===== src/sv/pinhole_point_projection_macros.svh =====
// Assertion macros for the pinhole point projection block.
// Used by the top level only; no dependencies.
`ifndef PINHOLE_POINT_PROJECTION_MACROS_SVH
`define PINHOLE_POINT_PROJECTION_MACROS_SVH

// Property checked outside reset.
`define PPP_ASSERT(label, prop, msg) \
   label: assert property (@(posedge clock) disable iff (reset) prop) else $error(msg);

// Property checked on every edge, reset included.
`define PPP_ASSERT_ALWAYS(label, prop, msg) \
   label: assert property (@(posedge clock) prop) else $error(msg);

`endif


===== src/sv/ppp_pkg.sv =====
// Shared constants and types for the pinhole point projection block.
// No dependencies.
package ppp_pkg;
   localparam int COORD_W  = 32;
   localparam int MTX_W    = 32;
   localparam int FRAC_W   = 16;
   localparam int NUM_REGS = 6;
   localparam int CSR_IDX_W = 3;
   localparam int CSR_DATA_W = 64;
   localparam int PROD_W   = MTX_W + COORD_W;
   localparam int SUM_W    = PROD_W + 2;
   localparam int MAG_W    = SUM_W;
   localparam int NUM_W    = MAG_W + FRAC_W;
   localparam int QUO_W    = COORD_W + 1;
   localparam int DSH_W    = MAG_W + QUO_W - 1;
   localparam int NUM_CELLS = QUO_W;

   typedef struct packed {
      logic [NUM_W-1:0] rem;
      logic [QUO_W-1:0] quo;
      logic             neg;
      logic             big;
      logic             num_neg;
      logic             num_zero;
   } ppp_lane_type;

   typedef struct packed {
      ppp_lane_type     u;
      ppp_lane_type     v;
      logic [DSH_W-1:0] dsh;
      logic             den_zero;
   } ppp_div_type;
endpackage


===== src/sv/ppp_div_cell.sv =====
// One restoring-division cell: resolves one quotient bit for both lanes
// and hands the shifted divisor on. Depends on ppp_pkg.
module ppp_div_cell import ppp_pkg::*; (
   input  logic        clock,
   input  logic        reset,
   input  logic        en,
   input  logic        in_valid,
   input  ppp_div_type in_data,
   output logic        out_valid,
   output ppp_div_type out_data
);
   logic        vld_ff;
   ppp_div_type dat_ff, dat_in;
   logic        ge_u, ge_v;

   always_comb begin
      ge_u = DSH_W'(in_data.u.rem) >= in_data.dsh;
      ge_v = DSH_W'(in_data.v.rem) >= in_data.dsh;
      dat_in       = in_data;
      dat_in.dsh   = in_data.dsh >> 1;
      dat_in.u.quo = {in_data.u.quo[QUO_W-2:0], ge_u};
      dat_in.v.quo = {in_data.v.quo[QUO_W-2:0], ge_v};
      if (ge_u) begin
         dat_in.u.rem = in_data.u.rem - in_data.dsh[NUM_W-1:0];
      end
      if (ge_v) begin
         dat_in.v.rem = in_data.v.rem - in_data.dsh[NUM_W-1:0];
      end
   end

   always_ff @(posedge clock) begin
      if (reset) begin
         vld_ff <= 1'b0;
      end else if (en) begin
         vld_ff <= in_valid;
      end
   end

   always_ff @(posedge clock) begin
      if (en) begin
         dat_ff <= dat_in;
      end
   end

   assign out_valid = vld_ff;
   assign out_data  = dat_ff;
endmodule


===== config.mk =====
export PLATFORM = sky130hd
export DESIGN_NAME = ppp_div_cell
export DESIGN_NICKNAME = d
export VERILOG_FILES = /design/src/sv/pinhole_point_projection_macros.svh /design/src/sv/ppp_pkg.sv /design/src/sv/ppp_div_cell.sv
export SDC_FILE = /design/constraint.sdc
export NUM_CORES = 1
export LEC_CHECK = 0
export ABC_CLOCK_PERIOD_IN_PS = 5500
export BUFFER_PORTS_ARGS = -buffer_cell sky130_fd_sc_hd__buf_4
export CORE_AREA = 2 2 263 265
export CTS_CLUSTER_DIAMETER = 50
export DETAILED_ROUTE_END_ITERATION = 16
export DIE_AREA = 0 0 265 267
export GPL_TIMING_DRIVEN = 0
export HOLD_SLACK_MARGIN = 0.02
export PLACE_DENSITY = 0.52
export SLEW_MARGIN = 5
export SYNTH_ARGS = -nofsm -noshare
export SYNTH_HDL_FRONTEND = slang
export SYNTH_SLANG_ARGS = --single-unit
export TNS_END_PERCENT = 50

===== constraint.sdc =====
create_clock -name clock -period 5.5 [get_ports clock]
set_input_delay 0.55 -clock clock [delete_from_list [all_inputs] [get_ports clock]]
set_output_delay 0.55 -clock clock [all_outputs]
set_load 0.05 [all_outputs]

==> flow_summary.json <==
{
  "status": "completed",
  "grt_pass1_wl_um": 131000,
  "seq_area_sq_mm": 0.0101,
  "finalHoldViolCount": 0,
  "drive_above_1_share": 0.261,
  "p_per_area_mw_per_mm2": 299,
  "cp-end-kind": "flop",
  "dieHeight_um": 267,
  "ant_nets": 0,
  "drt_iter0_markers": 1445,
  "power_frac_comb": 0.312,
  "synth_area_leaders": "edfxtp_1, ha_1, nand2_1",
  "ir_drop_v": 0.000237,
  "multi_input_comb_area_sq_mm": 0.0110,
  "die_width_um": 265,
  "wire_per_inst_um": 23.0,
  "seq_area_frac_synth": 0.457,
  "instances_no_fill": 3950,
  "area_delta_synth_final_pct": 35.3,
  "startpoint_type": "primary input",
  "grt_max_degree": 119,
  "leakagePower_nw": 13.2,
  "grtUsageTotal": 0.247,
  "clock_latency_ns": 0.59,
  "min_period_over_period": 0.946,
  "netlist.area_leader.share": 0.456,
  "synth_edf_count": 336,
  "power.internal_mw": 5.77,
  "fillers": 6734,
  "synth.avg_cell_area_sq_um": 9.61,
  "r2r_slack_ns": 4.91,
  "cts_sinks": 337,
  "grt_pass1_vias": 20400,
  "hold_slack_ns": 0.116,
  "drt_pass1_iterations": 8,
  "worstMarginPinSlew_ns": 1.12,
  "drc_errors": 0,
  "portBuffers": 675,
  "cts_buffer_depth": 3,
  "synth_nets": 2810,
  "pwr-share-seq": 0.348,
  "num_vias": 20800,
  "maxCapViolations": 0,
  "cts_root_buf": "clkbuf_16",
  "fp-row-count": 96,
  "grt_antenna_before_repair": 5,
  "place_ws_ns": -0.691,
  "synth_seq_cells": 337,
  "yosys_warnings": 0,
  "power.switching_mw": 3.18,
  "layout_min_cycle_time_ns": 5.20,
  "cts-htree-levels": 2,
  "final-setup-viol-count": 0,
  "cts_tree": "built",
  "hold_class": "in -> reg",
  "switching_share": 0.355,
  "dp.cells": 3863,
  "nets": 3539,
  "core_area_sq_mm": 0.0680,
  "fin_skew_ns": 0,
  "synth_area_sq_mm": 0.0221,
  "clock.fmax_mhz": 192,
  "gp_congestion": 0.938,
  "crit_required_ns": 5.77,
  "io_pins": 679,
  "rsz0062_at_grt": "no",
  "async_flop_share": 0,
  "synthCells": 2303,
  "cts_hold_buf": 0,
  "viasPerCell": 5.27,
  "dp_hpwl_um": 75400,
  "synth_cell_type_count": 78,
  "yosysMostFrequentCell": "edfxtp_1",
  "drv_slew": 0,
  "slew_headroom": 0.242,
  "cp.arrival_ns": 5.47,
  "power.share.clock": 0.340,
  "synth_area_leader_cell": "edfxtp_1",
  "synthFlopType": "edfxtp_1",
  "cp_max_fo": 10,
  "start_util": 0.326,
  "fin_ws_ns": 0.299,
  "drt-total-wl_um": 91000,
  "die-area_sq_mm": 0.0708,
  "synthTopCellsByCount": "edfxtp_1, nand2_1, a21oi_1",
  "clk_pin_slew_worst_paths_ns": 0.06,
  "path_class": "in -> reg",
  "cts_buffers": 49,
  "grt_overflow_total": 0
}
-- registers in the layout, summed over array words and instances, names as in the netlist --
name	count
out_data	336
out_valid	1
-- power groups by stage --
stage               logic [mW]  clock network [mW]  registers [mW]
finish                    2.79                3.05            3.12
global route              2.98                3.20            3.14
CTS                       2.78                3.12            3.12
detailed placement        2.76                   0            3.17
global placement          2.75                   0            3.18
floorplan                 1.07                   0            3.87
-- critical path, stage by stage --
cell and delay [ns]:
buf_4 0.11, inv_1 0.05, ha_1 0.17, inv_1 0.06
fa_1 0.40, a21o_1 0.18, a21o_1 0.21, a21oi_1 0.33
o22ai_1 0.24, o211ai_1 0.36, nand3_1 0.37, a21oi_1 0.47
o21ai_2 0.22, and3_1 0.19, o21ai_1 0.64, clkbuf_1 0.56
o21ai_0 0.33
-- what timing repair did --
| item | 4_1_cts | 5_1_grt |
|---|---|---|
| buffers inserted | 0 | 0 |
| endpoints found under the setup margin | 4 | 1 |
| endpoints found under the hold margin | 0 | 0 |
| gates resized for setup | 1 | 2 |
-- final cells by class --
type / instances / area share
clock buffer: 57 / 0.0427
tap: 882 / 0.0368
multi-input combinational: 1714 / 0.368
timing repair buffer: 678 / 0.171
clock inverter: 29 / 0.00977
buffer: 101 / 0.0147
inverter: 151 / 0.0189
antenna: 1 / 0.0000835
sequential: 337 / 0.338
-- stage by stage --
stage	util	total power, mW	TNS (ns)	instance area [sq um]
6_report	0.441	8.95	0	30000
2_1_floorplan	-	4.94	0	22100
5_1_grt	0.441	9.32	0	30000
3_5_place_dp	0.417	5.93	-8.36	28400
3_3_place_gp	0.416	5.93	-7.84	28300
4_1_cts	0.441	9.02	0	29900
-- per-layer routing --
| layer | GRT usage | share of wire |
|---|---|---|
| met1 | 0.305 | 0.41 |
| met2 | 0.439 | 0.50 |
| met3 | 0.0552 | 0.073 |
| met4 | 0.0533 | 0.018 |
| met5 | 0 | 0.00011 |
-- final timing paths --
| kind | cells after the start | from | endpoint |
|---|---|---|---|
| min reg2reg | 2 | out_valid | out_valid |
| min | 2 | reset | out_valid |
| max | 17 | in_data[255] | out_data[324] |
| max reg2reg | 2 | out_valid | out_valid |
-- logic make-up (layout without fill, tap and decap cells) --
family | count (synthesis) | count (layout) | synth area share
compound gates | 781 | 781 | 0.214
other cells | 1 | 2 | 0.000169
mux | 8 | 8 | 0.00435
fa+ha+maj | 166 | 166 | 0.0945
buf+inv | 252 | 1016 | 0.0454
flops | 337 | 337 | 0.457
simple gates | 602 | 602 | 0.123
xor+xnor | 156 | 156 | 0.0617
-- cell usage in the layout (no fill, tap or decap), drive strengths merged, types with 5 or more instances in the layout --
| cell type | instances |
|---|---|
| nand4 | 60 |
| a21oi | 227 |
| a31oi | 15 |
| nand2 | 303 |
| and2 | 10 |
| o21bai | 48 |
| xnor2 | 90 |
| or3 | 15 |
| nor3 | 23 |
| o31ai | 15 |
| clkinv | 12 |
| a21boi | 10 |
| and3 | 9 |
| or2 | 5 |
| o211ai | 12 |
| nor2 | 98 |
| mux2 | 7 |
| nor4 | 19 |
| nand3 | 24 |
| a221oi | 8 |
| clkinvlp | 5 |
| clkbuf | 135 |
| edfxtp | 336 |
| nand2b | 11 |
| a211oi | 6 |
| buf | 701 |
| xor2 | 66 |
| inv | 161 |
| ha | 164 |
| nor2b | 14 |
| o21a | 18 |
| a21o | 96 |
| o21ai | 279 |
| a41oi | 5 |
| a211o | 5 |
Power figures use the tool's default switching activity.
